## src/design/b64d_pkg.sv

```systemverilog
// shared types, constants and the character classifier for the base64 decoder
`default_nettype none
package b64d_pkg;

   localparam int COUNT_BITS = 24;
   localparam int OC_BITS = COUNT_BITS + 1;
   localparam int MAX_W = 24;
   localparam int TR_W = COUNT_BITS + 2;
   localparam int CMP_W = ((COUNT_BITS > MAX_W) ? COUNT_BITS : MAX_W) + 2;
   localparam logic [MAX_W-1:0] MAX_RESET = MAX_W'(6291456);
   localparam logic [COUNT_BITS-1:0] GC_MAX = {COUNT_BITS{1'b1}};
   localparam logic [OC_BITS-1:0] OC_MAX = {OC_BITS{1'b1}};
   localparam logic [7:0] PAD_CHAR = 8'h3d;

   localparam int Q_DEPTH = 4;
   localparam int Q_AW = $clog2(Q_DEPTH);
   localparam int Q_CW = $clog2(Q_DEPTH + 1);

   typedef enum logic [2:0] {
      ST_OK    = 3'd0,
      ST_SIZE  = 3'd1,
      ST_PAD   = 3'd2,
      ST_CHAR  = 3'd3,
      ST_LARGE = 3'd4
   } status_type;

   typedef enum logic [1:0] {
      FE_NONE = 2'd0,
      FE_PAD  = 2'd1,
      FE_CHAR = 2'd2
   } first_err_type;

   typedef struct packed {
      logic        valid;
      logic [5:0]  value;
   } sextet_type;

   // one queued job: one to three results for the back end
   typedef struct packed {
      logic [23:0] word;
      logic [1:0]  count;
      logic        has_bytes;
      logic        last;
      status_type  status;
   } job_type;

   function automatic sextet_type sextet_of(input logic [7:0] c);
      sextet_type s;
      s.valid = 1'b1;
      s.value = 6'd0;
      if (c inside {[8'h41:8'h5a]}) begin
         s.value = 6'(c - 8'h41);
      end else if (c inside {[8'h61:8'h7a]}) begin
         s.value = 6'(c - 8'h61 + 8'd26);
      end else if (c inside {[8'h30:8'h39]}) begin
         s.value = 6'(c - 8'h30 + 8'd52);
      end else if (c == 8'h2b) begin
         s.value = 6'd62;
      end else if (c == 8'h2f) begin
         s.value = 6'd63;
      end else begin
         s.valid = 1'b0;
      end
      return s;
   endfunction

endpackage
`default_nettype wire

```

## src/design/b64d_front.sv

```systemverilog
// front end: takes characters, tracks groups, counters and errors, queues jobs
`default_nettype none
module b64d_front (
   input  wire                          clock,
   input  wire                          reset,
   input  wire                          accept,
   input  wire  [7:0]                   text_char,
   input  wire                          final_char,
   input  wire  [b64d_pkg::MAX_W-1:0]   max_bytes,
   output logic                         push,
   output b64d_pkg::job_type            job
);

   logic [17:0]                       store_ff, store_in;
   logic [1:0]                        pos_ff, pos_in;
   logic                              third_pad_ff, third_pad_in;
   logic                              group_bad_ff, group_bad_in;
   logic [b64d_pkg::COUNT_BITS-1:0]   gc_ff, gc_in;
   logic [b64d_pkg::TR_W-1:0]         tr_ff, tr_in;
   logic [b64d_pkg::OC_BITS-1:0]      oc_ff, oc_in;
   b64d_pkg::first_err_type           fe_ff, fe_in;

   b64d_pkg::sextet_type              sx;
   logic                              is_pad;
   logic                              pad_err, char_err, group_ok;
   b64d_pkg::first_err_type           fe_new;
   logic [b64d_pkg::COUNT_BITS-1:0]   gc_new;
   logic [b64d_pkg::TR_W-1:0]         tr_new;
   logic [b64d_pkg::OC_BITS:0]        oc_sum;
   logic [b64d_pkg::OC_BITS-1:0]      oc_new;
   logic [1:0]                        nbytes;
   logic [23:0]                       word;
   logic                              size_bad, too_large;
   b64d_pkg::status_type              fin_status;
   logic                              clear;

   always_comb begin
      sx = b64d_pkg::sextet_of(text_char);
      is_pad = (text_char == b64d_pkg::PAD_CHAR);

      pad_err = (!final_char && (third_pad_ff || is_pad)) || (third_pad_ff && !is_pad);
      char_err = group_bad_ff || (!is_pad && !sx.valid);
      group_ok = (fe_ff == b64d_pkg::FE_NONE) && !pad_err && !char_err;
      fe_new = fe_ff;
      if (fe_ff == b64d_pkg::FE_NONE) begin
         if (pad_err) begin
            fe_new = b64d_pkg::FE_PAD;
         end else if (char_err) begin
            fe_new = b64d_pkg::FE_CHAR;
         end
      end

      // 3 * group count is tracked alongside the count itself
      if (gc_ff == b64d_pkg::GC_MAX) begin
         gc_new = gc_ff;
         tr_new = tr_ff;
      end else begin
         gc_new = gc_ff + 1'b1;
         tr_new = tr_ff + b64d_pkg::TR_W'(3);
      end

      nbytes = third_pad_ff ? 2'd1 : (is_pad ? 2'd2 : 2'd3);
      word = {store_ff, (is_pad ? 6'd0 : sx.value)};
      if (third_pad_ff) begin
         word = word & 24'hfff000;
      end

      oc_sum = {1'b0, oc_ff} + (b64d_pkg::OC_BITS + 1)'(nbytes);
      if (!group_ok) begin
         oc_new = oc_ff;
      end else if (oc_sum[b64d_pkg::OC_BITS]) begin
         oc_new = b64d_pkg::OC_MAX;
      end else begin
         oc_new = oc_sum[b64d_pkg::OC_BITS-1:0];
      end

      size_bad = (gc_new == b64d_pkg::GC_MAX) ||
                 (b64d_pkg::CMP_W'(tr_new) >
                  b64d_pkg::CMP_W'(max_bytes) + b64d_pkg::CMP_W'(2));
      too_large = (oc_new == b64d_pkg::OC_MAX) ||
                  (b64d_pkg::CMP_W'(oc_new) > b64d_pkg::CMP_W'(max_bytes));
      if (size_bad) begin
         fin_status = b64d_pkg::ST_SIZE;
      end else if (fe_new == b64d_pkg::FE_PAD) begin
         fin_status = b64d_pkg::ST_PAD;
      end else if (fe_new == b64d_pkg::FE_CHAR) begin
         fin_status = b64d_pkg::ST_CHAR;
      end else if (too_large) begin
         fin_status = b64d_pkg::ST_LARGE;
      end else begin
         fin_status = b64d_pkg::ST_OK;
      end

      store_in = store_ff;
      pos_in = pos_ff;
      third_pad_in = third_pad_ff;
      group_bad_in = group_bad_ff;
      gc_in = gc_ff;
      tr_in = tr_ff;
      oc_in = oc_ff;
      fe_in = fe_ff;
      clear = 1'b0;
      push = 1'b0;
      job.word = word;
      job.count = 2'd1;
      job.has_bytes = 1'b0;
      job.last = 1'b1;
      job.status = b64d_pkg::ST_SIZE;

      if (accept) begin
         if (pos_ff != 2'd3) begin
            if (pos_ff == 2'd2) begin
               third_pad_in = is_pad;
               if (!is_pad && !sx.valid) begin
                  group_bad_in = 1'b1;
               end
            end else if (!sx.valid) begin
               group_bad_in = 1'b1;
            end
            store_in = {store_ff[11:0], sx.value};
            pos_in = pos_ff + 1'b1;
            if (final_char) begin
               push = 1'b1;
               clear = 1'b1;
            end
         end else begin
            store_in = '0;
            pos_in = 2'd0;
            third_pad_in = 1'b0;
            group_bad_in = 1'b0;
            gc_in = gc_new;
            tr_in = tr_new;
            oc_in = oc_new;
            fe_in = fe_new;
            if (final_char) begin
               clear = 1'b1;
            end
            if (final_char && fin_status != b64d_pkg::ST_OK) begin
               push = 1'b1;
               job.status = fin_status;
            end else if (group_ok) begin
               push = 1'b1;
               job.count = nbytes;
               job.has_bytes = 1'b1;
               job.last = final_char;
               job.status = b64d_pkg::ST_OK;
            end
         end
      end

      if (clear) begin
         store_in = '0;
         pos_in = 2'd0;
         third_pad_in = 1'b0;
         group_bad_in = 1'b0;
         gc_in = '0;
         tr_in = '0;
         oc_in = '0;
         fe_in = b64d_pkg::FE_NONE;
      end
   end

   always_ff @(posedge clock) begin
      if (reset) begin
         store_ff <= '0;
         pos_ff <= 2'd0;
         third_pad_ff <= 1'b0;
         group_bad_ff <= 1'b0;
         gc_ff <= '0;
         tr_ff <= '0;
         oc_ff <= '0;
         fe_ff <= b64d_pkg::FE_NONE;
      end else begin
         store_ff <= store_in;
         pos_ff <= pos_in;
         third_pad_ff <= third_pad_in;
         group_bad_ff <= group_bad_in;
         gc_ff <= gc_in;
         tr_ff <= tr_in;
         oc_ff <= oc_in;
         fe_ff <= fe_in;
      end
   end

endmodule
`default_nettype wire

```

## src/design/b64d_queue.sv

```systemverilog
// small job queue between the front and back ends
`default_nettype none
module b64d_queue (
   input  wire                  clock,
   input  wire                  reset,
   input  wire                  push,
   input  var b64d_pkg::job_type push_job,
   input  wire                  pop,
   output b64d_pkg::job_type    head_job,
   output logic                 empty,
   output logic                 full
);

   b64d_pkg::job_type              entry_ff [b64d_pkg::Q_DEPTH];
   logic [b64d_pkg::Q_AW-1:0]      wr_ptr_ff, wr_ptr_in;
   logic [b64d_pkg::Q_AW-1:0]      rd_ptr_ff, rd_ptr_in;
   logic [b64d_pkg::Q_CW-1:0]      count_ff, count_in;

   always_comb begin
      empty = (count_ff == '0);
      full = (count_ff == b64d_pkg::Q_CW'(b64d_pkg::Q_DEPTH));
      head_job = entry_ff[rd_ptr_ff];
      wr_ptr_in = push ? wr_ptr_ff + 1'b1 : wr_ptr_ff;
      rd_ptr_in = pop ? rd_ptr_ff + 1'b1 : rd_ptr_ff;
      count_in = count_ff;
      if (push && !pop) begin
         count_in = count_ff + 1'b1;
      end else if (pop && !push) begin
         count_in = count_ff - 1'b1;
      end
   end

   always_ff @(posedge clock) begin
      if (push) begin
         entry_ff[wr_ptr_ff] <= push_job;
      end
   end

   always_ff @(posedge clock) begin
      if (reset) begin
         wr_ptr_ff <= '0;
         rd_ptr_ff <= '0;
         count_ff <= '0;
      end else begin
         wr_ptr_ff <= wr_ptr_in;
         rd_ptr_ff <= rd_ptr_in;
         count_ff <= count_in;
      end
   end

endmodule
`default_nettype wire

```

## src/design/b64d_back.sv

```systemverilog
// back end: splits each job into result items behind an output register
`default_nettype none
module b64d_back (
   input  wire                  clock,
   input  wire                  reset,
   input  var b64d_pkg::job_type head_job,
   input  wire                  q_empty,
   output logic                 pop,
   output logic                 rsp_tvalid,
   input  wire                  rsp_tready,
   output logic [7:0]           rsp_tdata,
   output logic [3:0]           rsp_tuser,
   output logic                 rsp_tlast
);

   logic                   vld_ff, vld_in;
   logic [1:0]             idx_ff, idx_in;
   logic [7:0]             byte_ff, byte_in;
   logic                   bvalid_ff, bvalid_in;
   logic                   end_ff, end_in;
   b64d_pkg::status_type   status_ff, status_in;
   logic                   load, job_done;
   logic [7:0]             sel_byte;

   always_comb begin
      case (idx_ff)
         2'd0: sel_byte = head_job.word[23:16];
         2'd1: sel_byte = head_job.word[15:8];
         2'd2: sel_byte = head_job.word[7:0];
         default: sel_byte = 8'd0;
      endcase

      load = !q_empty && (!vld_ff || rsp_tready);
      job_done = (idx_ff + 2'd1 == head_job.count);
      pop = load && job_done;

      vld_in = vld_ff && !rsp_tready;
      idx_in = idx_ff;
      byte_in = byte_ff;
      bvalid_in = bvalid_ff;
      end_in = end_ff;
      status_in = status_ff;
      if (load) begin
         vld_in = 1'b1;
         idx_in = job_done ? 2'd0 : idx_ff + 2'd1;
         byte_in = head_job.has_bytes ? sel_byte : 8'd0;
         bvalid_in = head_job.has_bytes;
         end_in = head_job.last && job_done;
         status_in = job_done ? head_job.status : b64d_pkg::ST_OK;
      end
   end

   always_ff @(posedge clock) begin
      if (reset) begin
         vld_ff <= 1'b0;
         idx_ff <= 2'd0;
      end else begin
         vld_ff <= vld_in;
         idx_ff <= idx_in;
      end
   end

   always_ff @(posedge clock) begin
      byte_ff <= byte_in;
      bvalid_ff <= bvalid_in;
      end_ff <= end_in;
      status_ff <= status_in;
   end

   assign rsp_tvalid = vld_ff;
   assign rsp_tdata = byte_ff;
   assign rsp_tuser = {status_ff, bvalid_ff};
   assign rsp_tlast = end_ff;

endmodule
`default_nettype wire

```

## src/design/base64_strict_decoder.sv

```systemverilog
// top level of the strict base64 decoder
//
//   port group   dir   content
//   req_*        in    tdata = text_char, tlast = final_char
//   rsp_*        out   tdata = data_byte, tuser = byte_valid, status; tlast = stream_end
//   csr_*        in    max_output_bytes write
//
// one character is taken per cycle while req_tready is high; a completed group yields
// up to three result items, one per cycle while rsp_tready is high, so the result side
// keeps pace with the character side; a character's first result passes the job queue,
// then the output register. req_tready drops only when the four-entry job queue is full.
// reset is synchronous; it clears the stream state and loads the byte limit default.
`default_nettype none
module base64_strict_decoder (
   input  wire                          clock,
   input  wire                          reset,
   input  wire                          req_tvalid,
   output logic                         req_tready,
   input  wire  [7:0]                   req_tdata,   // [7:0] text_char
   input  wire                          req_tlast,
   output logic                         rsp_tvalid,
   input  wire                          rsp_tready,
   output logic [7:0]                   rsp_tdata,   // [7:0] data_byte
   output logic [3:0]                   rsp_tuser,   // [0] byte_valid, [3:1] status
   output logic                         rsp_tlast,
   input  wire                          csr_wr_en,
   input  wire  [b64d_pkg::MAX_W-1:0]   csr_wr_data
);

   logic [b64d_pkg::MAX_W-1:0]   max_bytes_ff, max_bytes_in;
   logic                         accept;
   logic                         q_push, q_pop, q_empty, q_full;
   b64d_pkg::job_type            push_job, head_job;

   assign max_bytes_in = csr_wr_en ? csr_wr_data : max_bytes_ff;

   always_ff @(posedge clock) begin
      if (reset) begin
         max_bytes_ff <= b64d_pkg::MAX_RESET;
      end else begin
         max_bytes_ff <= max_bytes_in;
      end
   end

   assign req_tready = !q_full;
   assign accept = req_tvalid && req_tready;

   b64d_front u_front (
      .clock      (clock),
      .reset      (reset),
      .accept     (accept),
      .text_char  (req_tdata),
      .final_char (req_tlast),
      .max_bytes  (max_bytes_ff),
      .push       (q_push),
      .job        (push_job)
   );

   b64d_queue u_queue (
      .clock    (clock),
      .reset    (reset),
      .push     (q_push),
      .push_job (push_job),
      .pop      (q_pop),
      .head_job (head_job),
      .empty    (q_empty),
      .full     (q_full)
   );

   b64d_back u_back (
      .clock      (clock),
      .reset      (reset),
      .head_job   (head_job),
      .q_empty    (q_empty),
      .pop        (q_pop),
      .rsp_tvalid (rsp_tvalid),
      .rsp_tready (rsp_tready),
      .rsp_tdata  (rsp_tdata),
      .rsp_tuser  (rsp_tuser),
      .rsp_tlast  (rsp_tlast)
   );

   a_no_overflow: assert property (@(posedge clock) disable iff (reset)
      q_push |-> (!q_full || q_pop))
      else $error("job queue overflow");

   a_no_underflow: assert property (@(posedge clock) disable iff (reset)
      q_pop |-> !q_empty)
      else $error("job queue underflow");

   a_error_shape: assert property (@(posedge clock) disable iff (reset)
      (rsp_tvalid && rsp_tuser[3:1] != b64d_pkg::ST_OK) |-> (rsp_tlast && !rsp_tuser[0]))
      else $error("error status on a result that is not a bare stream end");

   a_input_queued: assert property (@(posedge clock) disable iff (reset)
      (accept && req_tlast) |-> q_push)
      else $error("final character produced no job");

endmodule
`default_nettype wire
```

## config.mk

```make
export PLATFORM = sky130hd
export DESIGN_NAME = base64_strict_decoder
export DESIGN_NICKNAME = d
export VERILOG_FILES = /design/src/design/b64d_pkg.sv /design/src/design/b64d_front.sv /design/src/design/b64d_queue.sv /design/src/design/b64d_back.sv /design/src/design/base64_strict_decoder.sv
export SDC_FILE = /design/constraint.sdc
export NUM_CORES = 1
export LEC_CHECK = 0
export ABC_CLOCK_PERIOD_IN_PS = 6950
export BUFFER_PORTS_ARGS = -buffer_cell sky130_fd_sc_hd__buf_2
export CAP_MARGIN = 10
export CORE_ASPECT_RATIO = 1.25
export CORE_MARGIN = 2
export CORE_UTILIZATION = 41
export CTS_CLUSTER_DIAMETER = 80
export CTS_CLUSTER_SIZE = 20
export DETAILED_ROUTE_END_ITERATION = 10
export PLACE_DENSITY = 0.65
export SETUP_SLACK_MARGIN = 0.05
export SLEW_MARGIN = 20
export SYNTH_ARGS = -nofsm -noshare
export SYNTH_HDL_FRONTEND = slang
export SYNTH_HIERARCHICAL = 1
export SYNTH_SLANG_ARGS = --single-unit
```

## constraint.sdc

```tcl
create_clock -name clock -period 6.95 [get_ports clock]
set_input_delay 0.3475 -clock clock [delete_from_list [all_inputs] [get_ports clock]]
set_output_delay 0.3475 -clock clock [all_outputs]
set_load 0.05 [all_outputs]
```

==> out/summary.md <==
The run finished with clean final reports. The placed instances occupy a cell area of 0.0155 mm^2. Sequential elements use 45.8% of the synthesized area. The final critical path takes up 91.6% of the cycle. The gate count after technology mapping is 1435. Wires add up to 33.5 mm. The mapped netlist covers 0.0149 mm^2. Primary flip-flop cell chosen by synthesis mapping: edfxtp_1.

TritonCTS built the clock tree. The total inserted antenna cells came out at 0. The net count of the finished layout was 1571; the final count of negative-setup-slack endpoints was 0. The sequential cells in the finished layout cover a total of 0.00682 mm^2. Cell with the most instances after synthesis: nor2_1.

The setup TNS is 0 ns. After floorplanning, the core was sized to cover 0.0360 mm^2. The worst path needs 6.37 ns of the cycle, external delays included.

Data arrives at the worst endpoint at 6.80 ns. The commonest cells after synthesis are nor2_1 (182), edfxtp_1 (137), dfxtp_1 (135). Share of post-route cells with drive strength above 1: 12.5%. The logs give 1.19 mW for the switching power and 98 for the post-synthesis cell type count. The average footprint of a synthesized cell was 10.4 um^2. The master of the slowest instance on the critical path was dfxtp_1. Category of cells accounting for the largest share of critical-path delay: simple AND/OR/NAND/NOR gates. For the area occupied by multi-input gates, the log shows 0.00738 mm^2. The die extent in y came out at 217 um.

Number of global-route vias before repair: 10900. The number of nets handed over by synthesis was 1551. Post-CTS timing repair inserted 0 buffers for setup. The tools report the CTS H-tree depth as 1. Number of I/O port buffers: 52. Dividing total power by cell area gives a power density of 241 mW/mm^2.

The final worst clock skew was 0.0199 ns. In this run the biggest area consumer among cell types represents 27.7% of the synthesized area. Dividing the detail-routed wire length by the instance count gives 17.2 um.

The first global-routing pass estimated 55.0 mm of wire. The number of failing hold endpoints at the final stage came out at 0. Clock-pin slew was measured on the worst setup and hold paths at 0.08 ns.

53 I/O pins were placed. The synthesized design contains 272 register bits. The analysis attributes to cell leakage a power of 5.86 nW. The share of total power dissipated in sequential elements is 47.9%. The worst setup path is captured at a register. Summed over all instances, the cell type with the most area after synthesis is edfxtp_1. The via count was 10800; the maximum number of pins on one net before global-route repair was 91. For the worst max-slew margin expressed relative to the limit, the log shows 32.1%. At the pin with the least slew margin, the transition time is 1.01 ns. The logs give 17.7% for the total global-route track usage and 0 for the number of max-capacitance violations reported. The clock passes through at most 3 buffers. Traced cell by cell, the critical path runs through inv_1 -> nand2_1 -> ha_1 -> a21o_1 -> or4b_4 -> a2111oi_1 -> o31ai_1 -> nor3_1 -> xnor2_1 -> nand2_1 -> ha_1 -> nand2_1 -> or2_2 -> or4_1 -> o221ai_1 -> o211ai_1 -> o211ai_2 -> o311a_2 -> ha_1 -> inv_1 -> fa_1 -> xor2_1 -> or3_1 -> a21oi_1.

The clock insertion delay at the later pin of the skew report is 0.51 ns, and the detailed-router iteration count before antenna repair is 8. Biggest cell delay along the critical path: 0.58 ns. The worst setup path is of the reg2reg kind. The category of the worst setup path launch point is a register. Counting flops with an async set or reset pin after synthesis yields a share of 0%. The path category of the worst min-delay check is in2reg.

The internal cell power was 2.68 mW; the floorplan die area was 0.0378 mm^2. The logs give 0 for the max-slew violation total from the final report and 3360 for the filler cell count. The design draws 3.87 mW.

The buffers plus inverters on the worst setup path was 2. The switching share of total power is 30.7%. At the end of routability-driven placement, the weighted congestion stood at 0.854. The number of enable flip-flop cells after synthesis was 137. The maximum net fanout on the critical path came out at 10. Using the TritonRoute via totals, the vias-per-cell ratio works out to 5.53.

The tools report the hold buffer count at CTS as 0. The tightest hold path in the finished design has a slack of 0.0422 ns. In this run the remaining antenna-violating nets after routing total 0. By area the synthesized netlist is led by edfxtp_1 (28%), dfxtp_1 (18%), ha_1 (6.4%), nor2_1 (4.6%), mux4_2 (4.5%). The standard-cell row count is 78. Once layout is complete, the utilization of the core stands at 44.6%.

Relative to the synthesized area, the layout overhead comes to 7.99%. Of the total power, the clock network draws 29.4%. Detailed placement finished with a half-perimeter wire length of 23.7 mm.

The floorplan die width works out to 174 um. In the routed design, unresolved DRC markers number 0. The starting density of the core was 41.3%. The number of warnings reported in the yosys synthesis log came out at 6. The clock net sink count came out at 272. The number of antenna violations at the first check in global routing is 0.

The logs give 157 MHz for the achievable clock frequency and 0 for the post-CTS resize count. Setup repair after global routing left no endpoint under its margin. The root cell of the clock tree was clkbuf_16. Share of total power in combinational logic: 22.7%. The run gives 0.0161 mm^2 as the design area. At the worst endpoint, the required time is 7.38 ns. The number of buffers inserted during clock tree synthesis is 19, and the total congestion overflow is 0. Across the VDD grid, the largest voltage drop is 0.225 mV.

After the first detailed-routing iteration, the DRC count stood at 706.
==> final cells by class <==
class | count | area share (%)
Clock buffer | 26 | 3.12
Clock inverter | 7 | 0.592
Inverter | 62 | 1.45
Multi-Input combinational cell | 1026 | 46.0
Sequential cell | 272 | 42.5
Tap cell | 480 | 3.74
Timing Repair Buffer | 74 | 2.65
==> sequential cells by signal, summed over array words and instances (netlist names), named ones only <==
register,flops
u_back/rsp_tvalid,1
u_front/gc_ff,24
u_front/tr_ff,26
u_queue/entry_ff,124
u_back/idx_ff,2
u_queue/rd_ptr_ff,2
u_front/store_ff,18
max_bytes_ff,24
u_queue/wr_ptr_ff,2
u_queue/count_ff,3
u_front/third_pad_ff,1
u_front/oc_ff,25
u_front/fe_ff,2
u_back/rsp_tlast,1
u_front/pos_ff,2
u_back/status_ff,3
u_back/rsp_tdata,8
u_front/group_bad_ff,1
u_back/bvalid_ff,1
==> worst register-to-register path, stage by stage (launching register included) <==
cell	delay [ns]
dfxtp_1	0.58
inv_1	0.18
nand2_1	0.12
ha_1	0.19
a21o_1	0.15
or4b_4	0.50
a2111oi_1	0.33
o31ai_1	0.30
nor3_1	0.29
xnor2_1	0.15
nand2_1	0.09
ha_1	0.35
nand2_1	0.07
or2_2	0.30
or4_1	0.53
o221ai_1	0.21
o211ai_1	0.22
o211ai_2	0.16
o311a_2	0.29
ha_1	0.20
inv_1	0.06
fa_1	0.39
xor2_1	0.17
or3_1	0.31
a21oi_1	0.15
==> layout by cell type (no fill, tap or decap), drive strengths merged, types with 28 or more instances in the layout <==
cell type	count
xor2	49
nand3	52
dfxtp	135
nand2	117
mux2i	28
ha	76
o21ai	36
inv	66
buf	74
nor2	185
nand4	35
xnor2	63
nor3	41
mux4	31
edfxtp	137
a21oi	64
==> logic make-up (layout without fill, tap and decap cells) <==
family                   count (synthesis)  in the layout  synth area share (%)
buffers and inverters                  137            169                  4.57
flip-flops                             272            272                  45.8
multiplexers                            62             62                  6.83
adder cells (fa/ha/maj)                 78             78                  6.66
AO/OA/AOI/OAI                          227            227                  11.0
AND/OR/NAND/NOR                        547            547                  18.3
XOR/XNOR                               112            112                  6.77
==> worst paths after layout <==
kind / depth (start not counted) / to / slack, ns / startpoint
worst max-delay path: 24 / u_queue/count_ff[2]$_SDFFE_PP0P_ / 0.58 / u_front/third_pad_ff$_SDFFE_PP0P_
worst min-delay path: 2 / max_bytes_ff[21]$_SDFFE_PP1P_ / 0.04 / csr_wr_data[21]
worst max register to register: 24 / u_queue/count_ff[2]$_SDFFE_PP0P_ / 0.58 / u_front/third_pad_ff$_SDFFE_PP0P_
worst min register to register: 2 / u_front/tr_ff[1]$_SDFFE_PP0P_ / 0.50 / u_front/tr_ff[1]$_SDFFE_PP0P_
==> stage by stage <==
step | setup WS [ns] | instances
4_1_cts | 0.626 | 1947
6_report | 0.584 | 1947
5_1_grt | 0.175 | 1947
2_1_floorplan | 0.867 | 1435
3_3_place_gp | 0.369 | 1913
3_5_place_dp | 0.229 | 1914
==> per-layer routing <==
| layer | routed length (um) | part of all wire, % | track usage [%] |
|---|---|---|---|
| met5 | 0 | 0 | 0 |
| met4 | 1020 | 3.1 | 6.27 |
| met3 | 1340 | 4.0 | 1.97 |
| met2 | 17300 | 52 | 32.6 |
| met1 | 13800 | 41 | 21.4 |
==> power groups by stage <==
stage	clock network (mW)	logic (mW)	registers, mW
floorplan	0	0.544	2.03
global placement	0	0.859	1.89
detailed placement	0	0.881	1.89
CTS	1.17	0.885	1.86
global route	1.24	0.954	1.87
finish	1.14	0.878	1.85
(Power assumes the default switching activity.)
